### config.mk
export PLATFORM = sky130hd
export DESIGN_NAME = ab_slot_crc_record_selector
export DESIGN_NICKNAME = d
export VERILOG_FILES = /design/src/absel_pkg.sv /design/src/absel_crc.sv /design/src/absel_engine.sv /design/src/ab_slot_crc_record_selector.sv
export SDC_FILE = /design/constraint.sdc
export NUM_CORES = 1
export LEC_CHECK = 0
export BUFFER_PORTS_ARGS = -buffer_cell sky130_fd_sc_hd__buf_2
export CAP_MARGIN = 20
export CELL_PAD_IN_SITES_DETAIL_PLACEMENT = 0
export CELL_PAD_IN_SITES_GLOBAL_PLACEMENT = 1
export CORE_AREA = 4 4 273 221
export CTS_BUF_LIST = sky130_fd_sc_hd__clkbuf_8
export DETAILED_ROUTE_END_ITERATION = 12
export DIE_AREA = 0 0 277 225
export PLACE_DENSITY_LB_ADDON = 0.25
export SYNTH_ARGS = -nofsm -noshare
export SYNTH_HDL_FRONTEND = slang
export SYNTH_HIERARCHICAL = 1
export SYNTH_SLANG_ARGS = --single-unit
### constraint.sdc
create_clock -name clk -period 8.8 [get_ports clk]
set_clock_uncertainty 0.15 [all_clocks]
set_input_delay 2.64 -clock clk [delete_from_list [all_inputs] [get_ports clk]]
set_output_delay 2.64 -clock clk [all_outputs]
set_load 0.005 [all_outputs]
### src/absel_pkg.sv
`default_nettype none

package absel_pkg;

	localparam logic [2:0] MODE_BEGIN = 3'd0;
	localparam logic [2:0] MODE_DATA = 3'd1;
	localparam logic [2:0] MODE_END = 3'd2;
	localparam logic [2:0] MODE_LOAD = 3'd3;
	localparam logic [2:0] MODE_SAVE = 3'd4;

	localparam logic [1:0] ACC_READABLE = 2'd0;
	localparam logic [1:0] ACC_NOT_FOUND = 2'd1;
	localparam logic [1:0] ACC_OPEN_FAILED = 2'd2;
	localparam logic [1:0] ACC_READ_FAILED = 2'd3;

	localparam logic [2:0] ST_OK = 3'd0;
	localparam logic [2:0] ST_OPEN_FAILED = 3'd1;
	localparam logic [2:0] ST_READ_FAILED = 3'd2;
	localparam logic [2:0] ST_CRC_FAILED = 3'd3;
	localparam logic [2:0] ST_NOT_FOUND = 3'd4;

	localparam logic [1:0] KIND_VERDICT = 2'd0;
	localparam logic [1:0] KIND_LOAD = 2'd1;
	localparam logic [1:0] KIND_SAVE = 2'd2;

	localparam logic [31:0] HALF_RANGE = 32'h8000_0000;

	localparam logic [31:0] NIB_TAB [16] = '{
		32'h00000000, 32'h1DB71064, 32'h3B6E20C8, 32'h26D930AC,
		32'h76DC4190, 32'h6B6B51F4, 32'h4DB26158, 32'h5005713C,
		32'hEDB88320, 32'hF00F9344, 32'hD6D6A3E8, 32'hCB61B38C,
		32'h9B64C2B0, 32'h86D3D2D4, 32'hA00AE278, 32'hBDBDF21C
	};

	typedef struct packed {
		logic [2:0] mode;
		logic slot;
		logic [7:0] byte_value;
		logic [31:0] seed_sequence;
		logic [1:0] access_status;
		logic [31:0] record_crc;
	} req_t;

	typedef struct packed {
		logic [1:0] result_kind;
		logic slot_choice;
		logic [2:0] status;
		logic [31:0] computed_crc;
		logic [31:0] next_sequence;
		logic target_valid;
	} res_t;

endpackage

`default_nettype wire

### src/absel_crc.sv
`default_nettype none

module absel_crc (
	input wire logic [31:0] crc_in,
	input wire logic [7:0] byte_value,
	output logic [31:0] crc_out
);
	import absel_pkg::*;

	logic [31:0] mid;

	always_comb begin
		mid = (crc_in >> 4) ^ NIB_TAB[crc_in[3:0] ^ byte_value[3:0]];
		crc_out = (mid >> 4) ^ NIB_TAB[mid[3:0] ^ byte_value[7:4]];
	end

endmodule

`default_nettype wire

### src/absel_engine.sv
`default_nettype none

module absel_engine (
	input wire logic clk,
	input wire logic arst_n,
	input wire logic fire,
	input wire absel_pkg::req_t req,
	output logic has_res,
	output absel_pkg::res_t res
);
	import absel_pkg::*;

	logic [31:0] crc_q;
	logic open_slot_q;
	logic [1:0] open_status_q;
	logic [2:0] verdict_q [2];
	logic [31:0] seq_q [2];

	logic [31:0] crc_next;
	logic [2:0] end_verdict;
	logic [31:0] diff_ba;
	logic b_newer;

	absel_crc u_crc (
		.crc_in(crc_q),
		.byte_value(req.byte_value),
		.crc_out(crc_next)
	);

	always_comb begin
		diff_ba = seq_q[1] - seq_q[0];
		b_newer = (diff_ba != 32'd0) && (diff_ba < HALF_RANGE);

		case (open_status_q)
			ACC_READABLE: end_verdict = (crc_q == req.record_crc) ? ST_OK : ST_CRC_FAILED;
			ACC_NOT_FOUND: end_verdict = ST_NOT_FOUND;
			ACC_OPEN_FAILED: end_verdict = ST_OPEN_FAILED;
			default: end_verdict = ST_READ_FAILED;
		endcase

		res = '0;
		has_res = 1'b0;
		case (req.mode)
			MODE_END: begin
				has_res = 1'b1;
				res.result_kind = KIND_VERDICT;
				res.slot_choice = open_slot_q;
				res.status = end_verdict;
				res.computed_crc = crc_q;
			end
			MODE_LOAD: begin
				has_res = 1'b1;
				res.result_kind = KIND_LOAD;
				if (verdict_q[1] == ST_OK && (verdict_q[0] != ST_OK || b_newer)) begin
					res.slot_choice = 1'b1;
					res.status = ST_OK;
					res.target_valid = 1'b1;
				end else if (verdict_q[0] == ST_NOT_FOUND) begin
					res.status = verdict_q[1];
				end else begin
					res.status = verdict_q[0];
					res.target_valid = (verdict_q[0] == ST_OK);
				end
			end
			MODE_SAVE: begin
				has_res = 1'b1;
				res.result_kind = KIND_SAVE;
				if (verdict_q[0] == ST_OK && (verdict_q[1] != ST_OK || !b_newer)) begin
					res.slot_choice = 1'b1;
					res.status = ST_OK;
					res.next_sequence = seq_q[0] + 32'd1;
					res.target_valid = 1'b1;
				end else if (verdict_q[1] == ST_OK) begin
					res.status = ST_OK;
					res.next_sequence = seq_q[1] + 32'd1;
					res.target_valid = 1'b1;
				end else if (verdict_q[0] == ST_NOT_FOUND && verdict_q[1] == ST_NOT_FOUND) begin
					res.status = ST_OK;
					res.next_sequence = 32'd1;
					res.target_valid = 1'b1;
				end else begin
					res.status = (verdict_q[0] != ST_NOT_FOUND) ? verdict_q[0] : verdict_q[1];
				end
			end
			default: begin
				has_res = 1'b0;
			end
		endcase
	end

	always_ff @(posedge clk or negedge arst_n) begin
		if (!arst_n) begin
			crc_q <= '0;
			open_slot_q <= 1'b0;
			open_status_q <= ACC_READABLE;
			verdict_q[0] <= ST_NOT_FOUND;
			verdict_q[1] <= ST_NOT_FOUND;
			seq_q[0] <= '0;
			seq_q[1] <= '0;
		end else if (fire) begin
			case (req.mode)
				MODE_BEGIN: begin
					open_slot_q <= req.slot;
					open_status_q <= req.access_status;
					seq_q[req.slot] <= req.seed_sequence;
					crc_q <= ~req.seed_sequence;
				end
				MODE_DATA: begin
					crc_q <= crc_next;
				end
				MODE_END: begin
					verdict_q[open_slot_q] <= end_verdict;
				end
				default: begin
				end
			endcase
		end
	end

	a_begin_seeds: assert property (@(posedge clk) disable iff (!arst_n)
		fire && req.mode == MODE_BEGIN |=> crc_q == ~$past(req.seed_sequence))
		else $error("CRC not seeded from inverted sequence");

	a_data_advances: assert property (@(posedge clk) disable iff (!arst_n)
		fire && req.mode == MODE_DATA |=> crc_q == $past(crc_next))
		else $error("CRC not advanced by data byte");

	a_end_records: assert property (@(posedge clk) disable iff (!arst_n)
		fire && req.mode == MODE_END |=> verdict_q[$past(open_slot_q)] == $past(res.status))
		else $error("slot verdict not recorded at end of record");

endmodule

`default_nettype wire

### src/ab_slot_crc_record_selector.sv
`default_nettype none
// A request is registered when accepted and evaluated once no stalled result blocks it.
// A result is held in the response register before it appears on the response port.
// One request per cycle is sustained while no stalled response blocks a result; the two
// chained CRC nibble lookups and the decision compare form the single stage between registers.
// Reset clears the CRC, the open slot, both verdicts (to not found) and sequences.

module ab_slot_crc_record_selector (
	input wire logic clk,
	input wire logic arst_n,
	input wire logic req_valid,
	output logic req_stall,
	input wire logic [2:0] mode,
	input wire logic slot,
	input wire logic [7:0] byte_value,
	input wire logic [31:0] seed_sequence,
	input wire logic [1:0] access_status,
	input wire logic [31:0] record_crc,
	output logic rsp_valid,
	input wire logic rsp_stall,
	output logic [1:0] result_kind,
	output logic slot_choice,
	output logic [2:0] status,
	output logic [31:0] computed_crc,
	output logic [31:0] next_sequence,
	output logic target_valid
);
	import absel_pkg::*;

	req_t req_s1;
	logic valid_s1;
	res_t res_q;
	logic rsp_valid_q;

	res_t res_s1;
	logic has_res_s1;
	logic advance;
	logic fire;
	logic accept;

	assign advance = !(has_res_s1 && rsp_valid_q && rsp_stall);
	assign fire = valid_s1 && advance;
	assign req_stall = valid_s1 && !advance;
	assign accept = req_valid && !req_stall;

	absel_engine u_engine (
		.clk(clk),
		.arst_n(arst_n),
		.fire(fire),
		.req(req_s1),
		.has_res(has_res_s1),
		.res(res_s1)
	);

	always_ff @(posedge clk or negedge arst_n) begin
		if (!arst_n) begin
			valid_s1 <= 1'b0;
		end else if (accept) begin
			valid_s1 <= 1'b1;
		end else if (fire) begin
			valid_s1 <= 1'b0;
		end
	end

	always_ff @(posedge clk) begin
		if (accept) begin
			req_s1 <= '{mode: mode, slot: slot, byte_value: byte_value,
				seed_sequence: seed_sequence, access_status: access_status,
				record_crc: record_crc};
		end
	end

	always_ff @(posedge clk or negedge arst_n) begin
		if (!arst_n) begin
			rsp_valid_q <= 1'b0;
		end else if (fire && has_res_s1) begin
			rsp_valid_q <= 1'b1;
		end else if (!rsp_stall) begin
			rsp_valid_q <= 1'b0;
		end
	end

	always_ff @(posedge clk) begin
		if (fire && has_res_s1) begin
			res_q <= res_s1;
		end
	end

	assign rsp_valid = rsp_valid_q;
	assign result_kind = res_q.result_kind;
	assign slot_choice = res_q.slot_choice;
	assign status = res_q.status;
	assign computed_crc = res_q.computed_crc;
	assign next_sequence = res_q.next_sequence;
	assign target_valid = res_q.target_valid;

	a_stall_needs_item: assert property (@(posedge clk) disable iff (!arst_n)
		req_stall |-> valid_s1 && has_res_s1 && rsp_valid_q)
		else $error("request stalled without a blocked result");

	a_result_lands: assert property (@(posedge clk) disable iff (!arst_n)
		fire && has_res_s1 |=> rsp_valid_q)
		else $error("evaluated result did not reach the response register");

	a_silent_no_rsp: assert property (@(posedge clk) disable iff (!arst_n)
		!rsp_valid_q && !(fire && has_res_s1) |=> !rsp_valid_q)
		else $error("response appeared without an evaluated result");

endmodule

`default_nettype wire

==> metrics.txt <==
outcome=finished, final reports clean; Required @ worst endpoint=6010 ps; sequential share of the synthesized area=50.0%; Hold Path Class=reg -> reg; Flop pwr share=34.3%; clock-pin slew on the worst setup and hold paths=70 ps; EDFF count, synth=149; Port Buffers=roughly 150; largest area contributor in the netlist=edfxtp_1; CTS Root Cell=clkbuf_8; mapped cell area=0.0143 mm²; clock sinks=256; Post-CTS Resized=0; Rows=roughly 80; Fin Hold WS=around 390 ps; Least-Margin Pin Slew=1120 ps; die area=0.0623 mm²; WL final=roughly 48 mm; Top-Level Pins=155; Synth Flop Type=edfxtp_1; count leader, synth=nand2_1; first drt pass iteration count=5; final net count=1603; post-CTS setup buffers=0; pin count of the biggest net entering global routing=72; Slew headroom=25.4%; RSZ-0062 raised after global routing=no; Synth async-reset ratio=41.8%; max-slew violations=0; Syn Nets=1437; CTS tree=yes; # DRC=0; Final Cell Area=between 0.015 and 0.02 mm²; Die X=277 µm; Tot Pwr=5.03 mW; gr usage total=14.8%; static leakage=6.77 nW; Seq cells post-synth=roughly 260; Final period util=67.3%; Slowest Stage Delay on Critical Path=160 ps; Comb power frac=41.6%; top-area cell type share of the netlist area=between 30% and 40%; Post-Layout Cell Count=around 2300; hold-fix buffer count after cts=0; first-pass GRT wire length=roughly 70 mm; cells along the critical path=buf_2 -> nand4_1 -> inv_1 -> buf_2; CTS HTree Levels=2; vias in the first global route=10500; Ys Warns=6; Cells after DPL=2206; initial antenna violation count=2; DP Wirelength=35.7 mm; Initial DRC Count=750; critical path type=in -> out; Crit path top cell by count=buf_2; Max-Cap Viols=0; cts bufs inserted=47; Peak Freq=169 MHz; switching power=around 2.0 mW; routed vias=10900; Slowest cell on crit path=nand4_1; Avg Synthesized Cell Area=between 10 and 15 µm²; pwr dens=297 mW/mm²; final hold violations=0; Mapped Cells=roughly 1300; Core Area=around 0.058 mm²; Max clock buf depth=3; Synth-to-Final Area Change=18.3%; final setup violation count=0; gr ovfl total=0; Unique masters post-synth=83; CP startpoint kind=input pin; Tmin final=5920 ps; Worst VDD drop=0.118 mV; Clock Power Share=between 20% and 30%; clk_lat worst skew=610 ps; starting density of the core=24.8%; top cells by area, synth=edfxtp_1 31%, dfrtp_1 18%, xnor2_1 6.4%; routability cong.=0.837; Cell Area, Placed=approximately 0.016 mm²; Via density=between 4 and 5; Final TNS setup=0 ps; layout cells sized above 1=20.8%; Crit Path Max Fanout=4; top cells by count, synth=199 x nand2_1, 149 x edfxtp_1, 123 x o21ai_0; Switching Fraction=roughly two fifths; internal power=3.06 mW; Die Ht=225 µm; wire per inst=roughly 21 µm; CP Capture Type=output port; antenna viol nets, final=0; Worst EP arrival=3130 ps
==> critical path: cells and delay by family <==
| kind | cells | cell delay, ps |
|---|---|---|
| buffers and inverters | 3 | 340 |
| AND/OR/NAND/NOR | 1 | 160 |
==> layout by cell type, fill, tap and decap left out, types with 6 or more instances in the layout <==
cell      count
dfrtp_1     105
a21oi_1      43
edfxtp_1    149
and2_1       37
clkbuf_8     54
mux2i_1      20
buf_2       153
nor4_1       10
nand4_1      28
o21ai_1       6
nand2b_1     12
nor2_1       56
o21a_1        8
xnor3_1      15
xnor2_1     104
nor3_1       16
a211oi_1      6
and3_1       13
nand3_1      28
nand2_1     199
a31oi_1       8
xor2_1       32
ha_1         33
or3_1         9
clkinv_1      6
a21o_1       10
o32ai_2       9
o21ai_0     123
buf_4        12
inv_1        65
mux2_2       38
==> registers in the layout, summed over array words and instances, names as in the netlist <==
register,count
computed_crc,32
next_sequence,32
req_s1,78
result_kind,2
rsp_valid,1
slot_choice,1
status,3
target_valid,1
u_engine/crc_q,32
u_engine/open_slot_q,1
u_engine/open_status_q,2
u_engine/seq_q,64
u_engine/verdict_q,6
valid_s1,1
==> cells by family (layout without fill, tap and decap cells) <==
kind of cell	after synthesis	after routing	share of synthesized area (%)
xor+xnor	165	165	12.8
simple gates	438	438	14.7
buf+inv	98	302	2.94
compound gates	271	271	12.1
mux	59	59	4.50
fa+ha+maj	34	34	3.03
flops	256	256	50.0
other cells	0	2	0
==> power by group through the flow <==
stage,Sequential [mW],Combinational [mW],Clock (mW)
CTS,1.73,2.07,1.26
global placement,1.75,2.07,0
floorplan,1.64,1.54,0
finish,1.73,2.09,1.21
detailed placement,1.75,2.05,0
global route,1.75,2.27,1.32
==> area by class of cell <==
cell class	count	area (µm²)
fill	6151	40800
sequential	256	7150
multi-input combinational	967	6760
tap	769	962
timing repair buffer	166	876
clock buffer	54	743
clock inverter	33	244
inverter	49	184
antenna	2	5.00
==> path summary, 6_finish.rpt <==
| check | cells after the start | slack [ps] | startpoint | endpoint |
|---|---|---|---|---|
| worst min-delay path | 2 | 390 | req_s1[37] | u_engine/seq_q[35] |
| worst max register to register | 13 | 3560 | u_engine/seq_q[0] | next_sequence[18] |
| max in group asynchronous | 2 | 5320 | arst_n | u_engine/seq_q[49] |
| min in group asynchronous | 1 | 1990 | arst_n | u_engine/crc_q[5] |
| worst min register to register | 2 | 390 | req_s1[37] | u_engine/seq_q[35] |
| worst max-delay path | 4 | 2880 | rsp_stall | req_stall |
==> stage by stage <==
step	util, %	setup slack [ps]
after global routing	29.3	2810
after detailed placement	27.6	2830
final	29.3	2880
after global placement	27.6	2880
after floorplan	-	2020
after CTS	29.3	2870
==> routing by layer <==
metal / track usage [%] / wire (µm) / up-vias / share of wire (%)
met2: 21.2 / 19800 / 314 / 42
met1: 22.9 / 24200 / 5390 / 51
met4: 2.99 / 761 / 0 / 1.6
met3: 3.28 / 2880 / 52 / 6.0
li1: - / - / 5100 / -
met5: 0 / 0 / - / 0
(Power assumes the default switching activity.)
